`src/rtl/mpc_pkg.sv`:
```
// Package for the stream header parser: beat types, state codes, magic constants.
// Used by every module under rtl; no dependencies.
package mpc_pkg;

  typedef struct packed {
    logic [31:0] word;
    logic        first;
  } mpc_in_t;

  typedef struct packed {
    logic [3:0]  status;
    logic [3:0]  foreign_kind;
    logic [9:0]  stream_version;
    logic [31:0] total_frames;
    logic [15:0] sample_rate;
    logic [7:0]  profile;
    logic [7:0]  encoder;
    logic [8:0]  coded_bitrate;
    logic [5:0]  max_band;
    logic [1:0]  stereo_modes;
    logic [15:0] last_valid_samples;
    logic [28:0] skip_bytes;
  } mpc_out_t;

  typedef enum logic [2:0] {
    KIND_NONE = 3'd0,
    KIND_ID3  = 3'd1,
    KIND_SV46 = 3'd2,
    KIND_SV7  = 3'd3,
    KIND_SV7F = 3'd4
  } mpc_kind_e;

  typedef enum logic [1:0] {
    ST_IDLE = 2'd0,
    ST_WAIT = 2'd1,
    ST_EXEC = 2'd2,
    ST_OUT  = 2'd3
  } mpc_state_e;

  localparam logic [3:0] STAT_SV46    = 4'd0;
  localparam logic [3:0] STAT_SV7     = 4'd1;
  localparam logic [3:0] STAT_SV7F    = 4'd2;
  localparam logic [3:0] STAT_ID3     = 4'd3;
  localparam logic [3:0] STAT_BAD_ID3 = 4'd4;
  localparam logic [3:0] STAT_FOREIGN = 4'd5;
  localparam logic [3:0] STAT_NEWER   = 4'd6;
  localparam logic [3:0] STAT_NOT_MPC = 4'd7;
  localparam logic [3:0] STAT_BLKSIZE = 4'd8;

  localparam logic [3:0] FOREIGN_AC3 = 4'd13;

  localparam logic [31:0] ForeignMagic [12] = '{
    32'h2043414D, 32'h7961722E, 32'h46464952, 32'h43614C66,
    32'h4341504C, 32'h37414B52, 32'h676B6A61, 32'h040A5A53,
    32'h5367674F, 32'h46494441, 32'h75B22630, 32'hBA010000
  };

  localparam logic [15:0] RateTable [4] = '{16'd44100, 16'd48000, 16'd37800, 16'd32000};

  // command from controller to datapath
  typedef struct packed {
    logic load;   // capture input beat
    logic exec;   // run parse step on captured beat
    logic pop;    // result taken
  } mpc_cmd_t;

  typedef struct packed {
    logic emit;   // last exec produced a verdict
  } mpc_sts_t;

endpackage

```
`src/rtl/mpc_stream_header_parser_core.sv`:
```
// Top level of the stream header parser: controller plus datapath.
// Depends on mpc_pkg, mpc_ctrl, mpc_datapath.
//
//   channel | direction | handshake          | payload
//   in      | input     | in_valid/in_stall  | in_beat_i  (mpc_in_t)
//   out     | output    | out_valid/out_stall| out_beat_o (mpc_out_t)
//
// Each input beat passes through capture, parse step and verdict check;
// a beat that completes a verdict then waits in the result handoff until it is taken.
// Reset returns to idle; words without first are ignored until a first beat.
// Input stalls while a beat is in work or a result waits.
module mpc_stream_header_parser_core import mpc_pkg::*; (
  input  logic     clk_i,
  input  logic     rst_ni,
  input  logic     in_valid_i,
  output logic     in_stall_o,
  input  mpc_in_t  in_beat_i,
  output logic     out_valid_o,
  input  logic     out_stall_i,
  output mpc_out_t out_beat_o
);

  mpc_cmd_t cmd;
  mpc_sts_t sts;

  mpc_ctrl u_ctrl (
    .clk_i, .rst_ni, .in_valid_i, .in_stall_o, .out_valid_o, .out_stall_i,
    .sts_i(sts), .cmd_o(cmd)
  );

  mpc_datapath u_dp (
    .clk_i, .rst_ni, .beat_i(in_beat_i), .cmd_i(cmd), .sts_o(sts), .res_o(out_beat_o)
  );

endmodule

```
`src/rtl/mpc_datapath.sv`:
```
// Datapath: captured beat, field registers and the per-word parse step.
// Depends on mpc_pkg.
module mpc_datapath import mpc_pkg::*; (
  input  logic     clk_i,
  input  logic     rst_ni,
  input  mpc_in_t  beat_i,
  input  mpc_cmd_t cmd_i,
  output mpc_sts_t sts_o,
  output mpc_out_t res_o
);

  mpc_in_t   beat_q;
  logic      done_q, done_d;
  logic [5:0] step_q, step_d;
  mpc_kind_e kind_q, kind_d;
  mpc_out_t  f_q, f_d;
  logic      emit_d, emit_q;

  logic [31:0] w;
  logic [7:0]  top;
  logic [9:0]  sv;
  logic        run;
  logic [3:0]  fmatch;
  logic        fhit;
  logic [28:0] acc;

  assign w   = beat_q.word;
  assign top = w[31:24];
  assign sv  = w[20:11];

  always_comb begin
    fhit   = 1'b0;
    fmatch = 4'd0;
    for (int i = 0; i < 12; i++) begin
      if (!fhit && w == ForeignMagic[i]) begin
        fhit   = 1'b1;
        fmatch = 4'(i + 1);
      end
    end
  end

  always_comb begin
    f_d    = f_q;
    kind_d = kind_q;
    step_d = step_q;
    done_d = done_q;
    emit_d = 1'b0;
    acc    = f_q.skip_bytes;
    run    = 1'b0;
    if (cmd_i.exec) begin
      if (beat_q.first) begin
        f_d         = '0;
        f_d.profile = 8'hFF;
        kind_d      = KIND_NONE;
        step_d      = '0;
        done_d      = 1'b0;
        run         = 1'b1;
      end else begin
        run = !done_q;
      end
    end
    if (run) begin
      if (step_d == 6'd0) begin
        if (w[23:0] == 24'h334449 && top >= 8'd1 && top <= 8'd4) begin
          kind_d       = KIND_ID3;
          f_d.skip_bytes = 29'd10;
        end else if (w == 32'h072B504D || w == 32'h172B504D ||
                     w == 32'hF72B504D || w == 32'hFF2B504D) begin
          kind_d = (top[7:4] == 4'hF) ? KIND_SV7F : KIND_SV7;
          f_d.stream_version = {2'b00, top};
        end else if (fhit) begin
          f_d.status = STAT_FOREIGN; f_d.foreign_kind = fmatch; emit_d = 1'b1;
        end else if (w[23:0] == 24'h2B504D) begin
          f_d.stream_version = {2'b00, top};
          f_d.status = STAT_NEWER; emit_d = 1'b1;
        end else if (w[15:0] == 16'h770B) begin
          f_d.status = STAT_FOREIGN; f_d.foreign_kind = FOREIGN_AC3; emit_d = 1'b1;
        end else begin
          f_d.stream_version = sv;
          if (sv < 10'd4 || sv > 10'd6) begin
            f_d.status = STAT_NOT_MPC; emit_d = 1'b1;
          end else begin
            f_d.coded_bitrate = w[31:23];
            f_d.max_band      = {1'b0, w[10:6]};
            f_d.stereo_modes  = {w[22], w[21]};
            if (w[5:0] != 6'd1) begin
              f_d.status = STAT_BLKSIZE; emit_d = 1'b1;
            end else begin
              f_d.sample_rate = 16'd44100;
              kind_d = KIND_SV46;
            end
          end
        end
      end else begin
        unique case (kind_q)
          KIND_ID3: begin
            if (step_q == 6'd1) begin
              if (w[31] || w[23]) begin
                f_d.status = STAT_BAD_ID3; emit_d = 1'b1;
              end else begin
                acc = acc + (29'(w[30:24]) << 14) + (29'(w[22:16]) << 21)
                          + (w[14] ? 29'd10 : 29'd0);
                f_d.skip_bytes = acc;
              end
            end else begin
              if (w[15] || w[7]) begin
                f_d.status = STAT_BAD_ID3; emit_d = 1'b1;
              end else begin
                f_d.skip_bytes = acc + 29'(w[14:8]) + (29'(w[6:0]) << 7);
                f_d.status = STAT_ID3; emit_d = 1'b1;
              end
            end
          end
          KIND_SV46: begin
            f_d.total_frames = (f_q.stream_version < 10'd5) ? {16'd0, w[31:16]} : w;
            f_d.status = STAT_SV46; emit_d = 1'b1;
          end
          KIND_SV7: begin
            unique case (step_q)
              6'd1: f_d.total_frames = w;
              6'd2: begin
                f_d.stereo_modes = {w[31], w[30]};
                f_d.max_band     = w[29:24];
                f_d.profile      = {4'd0, w[23:20]};
                f_d.sample_rate  = RateTable[w[17:16]];
              end
              6'd5: f_d.last_valid_samples = {5'd0, w[30:20]};
              6'd6: begin
                f_d.encoder = w[31:24];
                f_d.status  = STAT_SV7; emit_d = 1'b1;
              end
              default: ;
            endcase
          end
          KIND_SV7F: begin
            unique case (step_q)
              6'd1: begin
                f_d.profile = w[15:8];
                f_d.encoder = w[7:0];
              end
              6'd2: f_d.total_frames = w;
              6'd5: begin
                f_d.max_band           = w[31:26];
                f_d.stereo_modes       = {1'b0, w[25]};
                f_d.last_valid_samples = w[15:0];
              end
              6'd7: begin
                f_d.sample_rate = w[31:16];
                f_d.status = STAT_SV7F; emit_d = 1'b1;
              end
              default: ;
            endcase
          end
          default: done_d = 1'b1;
        endcase
      end
      if (emit_d) done_d = 1'b1;
      if (!done_d) step_d = step_d + 6'd1;
    end
  end

  always_ff @(posedge clk_i or negedge rst_ni) begin
    if (!rst_ni) begin
      done_q <= 1'b1;
      step_q <= '0;
      kind_q <= KIND_NONE;
      emit_q <= 1'b0;
      f_q    <= '0;
    end else begin
      done_q <= done_d;
      step_q <= step_d;
      kind_q <= kind_d;
      emit_q <= cmd_i.exec ? emit_d : (cmd_i.pop ? 1'b0 : emit_q);
      f_q    <= f_d;
    end
  end

  always_ff @(posedge clk_i) begin
    if (cmd_i.load) beat_q <= beat_i;
  end

  assign sts_o.emit = emit_q;
  assign res_o      = f_q;

`ifndef SYNTHESIS
  a_step_bound: assert property (@(posedge clk_i) disable iff (!rst_ni)
    !done_q |-> step_q <= 6'd7) else $error("step overrun");
  a_emit_done: assert property (@(posedge clk_i) disable iff (!rst_ni)
    cmd_i.exec && emit_d |=> done_q) else $error("verdict without done");
  a_kind_step: assert property (@(posedge clk_i) disable iff (!rst_ni)
    (!done_q && step_q != 6'd0) |-> kind_q != KIND_NONE) else $error("kind lost");
`endif

endmodule

```
`src/rtl/mpc_ctrl.sv`:
```
// Controller: sequences capture, parse step and result handoff per beat.
// Depends on mpc_pkg.
module mpc_ctrl import mpc_pkg::*; (
  input  logic     clk_i,
  input  logic     rst_ni,
  input  logic     in_valid_i,
  output logic     in_stall_o,
  output logic     out_valid_o,
  input  logic     out_stall_i,
  input  mpc_sts_t sts_i,
  output mpc_cmd_t cmd_o
);

  mpc_state_e state_q, state_d;

  always_ff @(posedge clk_i or negedge rst_ni) begin
    if (!rst_ni) state_q <= ST_IDLE;
    else         state_q <= state_d;
  end

  always_comb begin
    state_d     = state_q;
    cmd_o       = '0;
    in_stall_o  = 1'b1;
    out_valid_o = 1'b0;
    unique case (state_q)
      ST_IDLE: begin
        in_stall_o = 1'b0;
        if (in_valid_i) begin
          cmd_o.load = 1'b1;
          state_d    = ST_EXEC;
        end
      end
      ST_EXEC: begin
        cmd_o.exec = 1'b1;
        state_d    = ST_WAIT;
      end
      ST_WAIT: begin
        state_d = sts_i.emit ? ST_OUT : ST_IDLE;
      end
      ST_OUT: begin
        out_valid_o = 1'b1;
        if (!out_stall_i) begin
          cmd_o.pop = 1'b1;
          state_d   = ST_IDLE;
        end
      end
      default: state_d = ST_IDLE;
    endcase
  end

`ifndef SYNTHESIS
  a_no_overlap: assert property (@(posedge clk_i) disable iff (!rst_ni)
    out_valid_o |-> in_stall_o) else $error("accept during output");
  a_exec_after_load: assert property (@(posedge clk_i) disable iff (!rst_ni)
    cmd_o.load |=> cmd_o.exec) else $error("load not followed by exec");
  a_out_from_emit: assert property (@(posedge clk_i) disable iff (!rst_ni)
    $rose(out_valid_o) |-> $past(sts_i.emit)) else $error("spurious result");
`endif

endmodule

```
`config.mk`:
```
export PLATFORM = sky130hd
export DESIGN_NAME = mpc_stream_header_parser_core
export DESIGN_NICKNAME = d
export VERILOG_FILES = /design/src/rtl/mpc_pkg.sv /design/src/rtl/mpc_stream_header_parser_core.sv /design/src/rtl/mpc_datapath.sv /design/src/rtl/mpc_ctrl.sv
export SDC_FILE = /design/constraint.sdc
export NUM_CORES = 1
export LEC_CHECK = 0
export ABC_AREA = 0
export BUFFER_PORTS_ARGS = -buffer_cell sky130_fd_sc_hd__buf_2
export CAP_MARGIN = 20
export CORE_UTILIZATION = 59
export DETAILED_ROUTE_END_ITERATION = 6
export GPL_TIMING_DRIVEN = 0
export PLACE_DENSITY_LB_ADDON = 0.05
export SYNTH_ARGS = -nofsm -noshare
export SYNTH_HDL_FRONTEND = slang
export SYNTH_SLANG_ARGS = --single-unit
```
`constraint.sdc`:
```
create_clock -name clk_i -period 3.5 [get_ports clk_i]
set_input_delay 0.7 -clock clk_i [delete_from_list [all_inputs] [get_ports clk_i]]
set_output_delay 0.7 -clock clk_i [all_outputs]
set_load 0.02 [all_outputs]
```
### Yosys cells after proc, flatten, opt, wreduce, memory -nomap -nowiden

Index checks and enable logic that the tools add are counted.
W data, S select, Z words.

| cells by class | value |
|---|---|
| add/subtract/negate cells | 6 |
| $lt $le $gt $ge | 6 |
| equality and inequality tests | 35 |
| multiplexer cells | 143 |
| bitwise operators | 1 |
| reduce and logical (&&, ||, !) cells | 36 |

Operators with widths:

| kind | count |
|---|---|
| $mux W144 | 3 |
| $eq A32 B31 Y1 const B | 8 |
| $mux W16 | 15 |
| $mux W29 | 6 |
| $mux W32 | 4 |
| $mux W17 | 6 |
| $eq A32 B32 Y1 const B | 3 |
| $pmux W32 S3 | 1 |
| $mux W4 | 23 |
| $eq A32 B27 Y1 const B | 2 |
| $eq A32 B30 Y1 const B | 2 |
| $pmux W32 S2 | 1 |
| $eq A24 B22 Y1 const B | 2 |
| $mux W24 | 2 |
| $pmux W24 S2 | 1 |
| $mux W1 | 45 |
| $mux W10 | 4 |
| $mux W8 | 5 |
| $mux W3 | 13 |
| $bmux W16 S2 | 1 |
| $eq A32 B29 Y1 const B | 1 |
| $add A29 B14 Y29 | 1 |
| $add A29 B21 Y29 | 1 |
| $add A29 B28 Y29 | 1 |
| other kinds (37) | 76 |

| word-level totals | value |
|---|---|
| register bits | 190 |
| input port bits | 37 |

### Longest topological paths before layout

| logic depth | value |
|---|---|
| word-level depth | 44 |
| depth in mapped cells | 14 |

### Cells and area by module

From an unflattened synthesis, not the netlist that was laid out.

| second synthesis, totals | value |
|---|---|
| cells, all modules | 1593 |
| area total of the unflattened synthesis | 13146.4 um^2 |

By module, submodules not included:

| module | times used | cells each | area each (um^2) | seq. area each (um^2) |
|---|---|---|---|---|
| mpc_datapath | 1 | 1582 | 13028.7 | 4870.9 |
| mpc_ctrl | 1 | 11 | 117.6 | 50.0 |

### Worst setup path before layout

OpenSTA, ideal clock, no wires.

| path | value |
|---|---|
| path type | register -> register |
| start point | reg u_ctrl.state_q[1] |
| end point | reg u_dp.f_q, in the netlist u_dp.res_o[121] |
| setup time | 0.122 ns |
| data arrival time | 3.082 ns |
| data required time | 3.378 ns |
| slack | 0.297 ns |
| cell stages (with the launch flop) | 14 |
| path buffers | 4 |
| period minus slack after synthesis | 3.203 ns |
| cell sequence | dfrtp_1 -> nor2b_1 -> nand2_1 -> buf_2 -> clkbuf_1 -> clkbuf_1 -> nand2_1 -> ha_1 -> o21ai_2 -> nand2_1 -> a21oi_2 -> o21ai_0 -> clkbuf_1 -> a32o_1 |

RTL lines:

| element | line | text |
|---|---|---|
| start: declaration | mpc_ctrl.sv:14 | `mpc_state_e state_q, state_d;` |
| start signal: assignment | mpc_ctrl.sv:18 | `else state_q <= state_d;` |
| end signal: assignment | mpc_datapath.sv:168 | `f_q <= '0;` |
| end signal: assignment | mpc_datapath.sv:174 | `f_q <= f_d;` |
| end: declaration | mpc_datapath.sv:16 | `mpc_out_t f_q, f_d;` |

==> flow_metrics.tcl <==
set metrics [dict create \
    regToRegSetupSlack_ps -10 \
    wl_per_cell_um 27.4 \
    fin_cells 2083 \
    grt_overflow 0 \
    drive_gt1_share_pct 19.7 \
    multi_input_area_um2 7830 \
    clockRootBuffer "clkbuf_16" \
    ys.flop_type "dfrtp_1" \
    row_count 54 \
    timing.rr.end "u_dp.res_o[104]$_DFF_PN0_" \
    yosysUniqueCellTypes 88 \
    ys_seq_area_share_pct 37.7 \
    num_vias 15394 \
    clock_latency_ps 460 \
    ir_drop_mv 0.369 \
    tritoncts "done" \
    routed_wl_um 57100 \
    grt_pass1_wl_um 82700 \
    clockBufferDepth 2 \
    synth-adder-area-share_pct 3.98 \
    start_util_pct 60.0 \
    endpoint_kind "flip-flop" \
    worstPathRequired_ps 3890 \
    hpwlAfterDp_um 39900 \
    mostFrequentLayoutCell "buf_2" \
    r2r-start "u_ctrl.state_q[1]$_DFFE_PN0P_" \
    dp.cells 2022 \
    arrival_ps 3910 \
    synth.net_count 1634 \
    hold_path.class "primary input to async pin" \
    maxCapViolations 0 \
    grt_max_degree 85 \
    clk_transition_reported_paths_ps 80 \
    die_w_um 151 \
    period_share_pct 100 \
    crit_type "flip-flop to flip-flop" \
    io_pins 183 \
    port_buffers 182 \
    die_height_um 151 \
    synth_top_family_by_area "compound AO/OA/AOI/OAI gates" \
    vias_per_cell 7.39 \
    cellLeakagePower_nw 6.89 \
    antenna_found_initial 2 \
    synth_edf_count 33 \
    fin_skew_ps 15.5 \
    synthCells 1556 \
    ff2ff_path_depth 13 \
    syn2layout_area_growth_pct 18.7 \
    grtUsageTotal_pct 49.5 \
    hold_viol 0 \
    synthSimpleGateAreaFrac_pct 23.7 \
    fmax_mhz 285 \
    max_slew_margin_pct 21.6 \
    first_global_vias 13821 \
    cp-startpoint "u_ctrl.state_q[1]$_DFFE_PN0P_" \
    cts_sinks 190 \
    worst_pin_slew_ps 1170 \
    avgSynthCellArea_um2 8.39 \
    ys_warn_count 0 \
    failed_checks "design-rule violations, negative setup slack" \
    synth_compound_area_share_pct 27.8 \
    ys_ff_latch 190 \
    synthArstFlopShare_pct 82.6 \
    die_area_um2 22700 \
    setup_tns_ps -75.3 \
    outcome "complete, but fails checks" \
    nets 1868 \
    diodes 0 \
    drv_slew 0 \
    htreeDepth 4 \
    drc 2 \
    ant_nets 0 \
    fin_ws_ps -14.5 \
    synthMuxAreaShare_pct 0.862 \
    seqCellArea_um2 4920 \
    power_density_nw_per_um2 451 \
    gp_congestion 1.05 \
    syn_area_um2 13100 \
    nFillCells 1759 \
    drt_pass1_iterations 7 \
    cts_made_buffers 17 \
    core_um2 21800 \
    final.min_clock_period_ps 3510 \
    dr.first_iter.drc_count 2623 \
    setup_viol 8 \
    final_cell_mix "198 x buf_2, 194 x nand2_1, 154 x dfrtp_1, 128 x o21ai_0, 124 x a21oi_1" \
    cp_max_fo 10 \
    fin_util_pct 71.3 \
    synthXorXnorAreaFrac_pct 1.88 \
    cp-start-kind "flip-flop" \
]
-- routing by layer --
metal,vias to the layer above,GRT usage [%],share of wire [%]
li1,6377,-,-
met5,-,0,0.051
met1,7124,65.8,36
met3,370,18.8,16
met2,1519,68.8,40
met4,4,27.6,7.1
-- synthesized netlist by cell type, types with 19 or more instances --
master | number | share of area (%)
nand4_1 | 30 | 1.4
edfxtp_1 | 33 | 7.6
nand3_1 | 54 | 2.1
a221oi_1 | 20 | 1.3
nand2_1 | 198 | 5.7
inv_1 | 25 | 0.72
nor2b_1 | 23 | 1.1
and3_1 | 20 | 0.96
buf_2 | 19 | 0.73
a221o_1 | 24 | 1.8
a22o_1 | 22 | 1.5
dfrtp_1 | 156 | 30
nor3_1 | 48 | 1.8
nor4_1 | 20 | 0.96
xnor2_1 | 19 | 1.3
a21oi_1 | 128 | 4.9
nor2_1 | 117 | 3.4
ha_1 | 40 | 3.8
a21o_1 | 29 | 1.7
o21ai_0 | 129 | 4.9
clkbuf_1 | 85 | 2.4
-- timing repair --
| item | in CTS | in global routing |
|---|---|---|
| buffers inserted | 6 | 23 |
| pin swaps | 1 | 7 |
| endpoints found under the setup margin | 155 | 144 |
| hold buffers | 0 | 0 |
| gates resized for setup | 42 | 48 |
-- flip-flops by register name (all words and copies together) (netlist names) --
register,count
u_dp.kind_q,3
u_dp.w,32
u_dp.sts_o,1
u_dp.done_q,1
u_dp.step_q,6
u_dp.res_o,144
u_ctrl.state_q,2
u_dp.beat_q,1
-- where the power goes --
part           internal (W)  switching [W]  total [W]  leakage (nW)
sequential          0.00245       0.000260    0.00271          2.42
combinational      0.000633        0.00165    0.00228          4.19
clock              0.000957        0.00104    0.00200         0.281
-- cells by family (layout without fill, tap and decap cells) --
group           Yosys count  in the layout
buf+inv                 137            384
xor+xnor                 28             28
flops                   190            190
mux                      11             11
simple gates            613            613
fa+ha+maj                41             41
compound gates          536            536
-- worst max-delay path: stages (launching register included) --
cell and delay [ps]:
dfrtp_2 450, nor2b_4 150, nand2_2 170, buf_4 260
buf_6 230, clkbuf_8 250, nand2_1 90, ha_1 240
o21ai_4 190, nand2_4 210, nor4_4 600, clkbuf_2 370
a32oi_1 90, nand2_1 110
-- per-stage QoR --
| stage | total power, W | setup WS (ps) | hold slack, ps | area [µm²] |
|---|---|---|---|---|
| after global routing | 0.00710 | -56.9 | 302 | 15500 |
| after detailed placement | 0.00471 | -1560 | 478 | 14400 |
| after CTS | 0.00669 | -218 | 267 | 15200 |
| after floorplan | 0.00380 | 297 | 404 | 13100 |
| after global placement | 0.00467 | -1510 | 472 | 14300 |
| final | 0.00699 | -14.5 | 232 | 15500 |
-- how the worst max path moves through the flow --
stage / end / cells past startpoint
floorplan: u_dp.res_o[121]$_DFF_PN0_ / 13
global route: u_dp.res_o[99]$_DFF_PN0_ / 12
finish: u_dp.res_o[104]$_DFF_PN0_ / 13
global placement: u_dp.res_o[31]$_DFF_PN0_ / 12
detailed placement: u_dp.res_o[117]$_DFF_PN0_ / 14
CTS: u_dp.res_o[129]$_DFF_PN0_ / 14
-- final cells by class --
class                   count  share of cell area, %
plain buffers             112                   3.29
repair buffers            215                   7.89
multi-input cells        1229                   50.5
clock buffers              18                   2.77
flip-flops and latches    190                   31.7
clock inverters            14                  0.960
well taps                 280                   2.26
inverters                  25                  0.605
(Power assumes the default switching activity.)
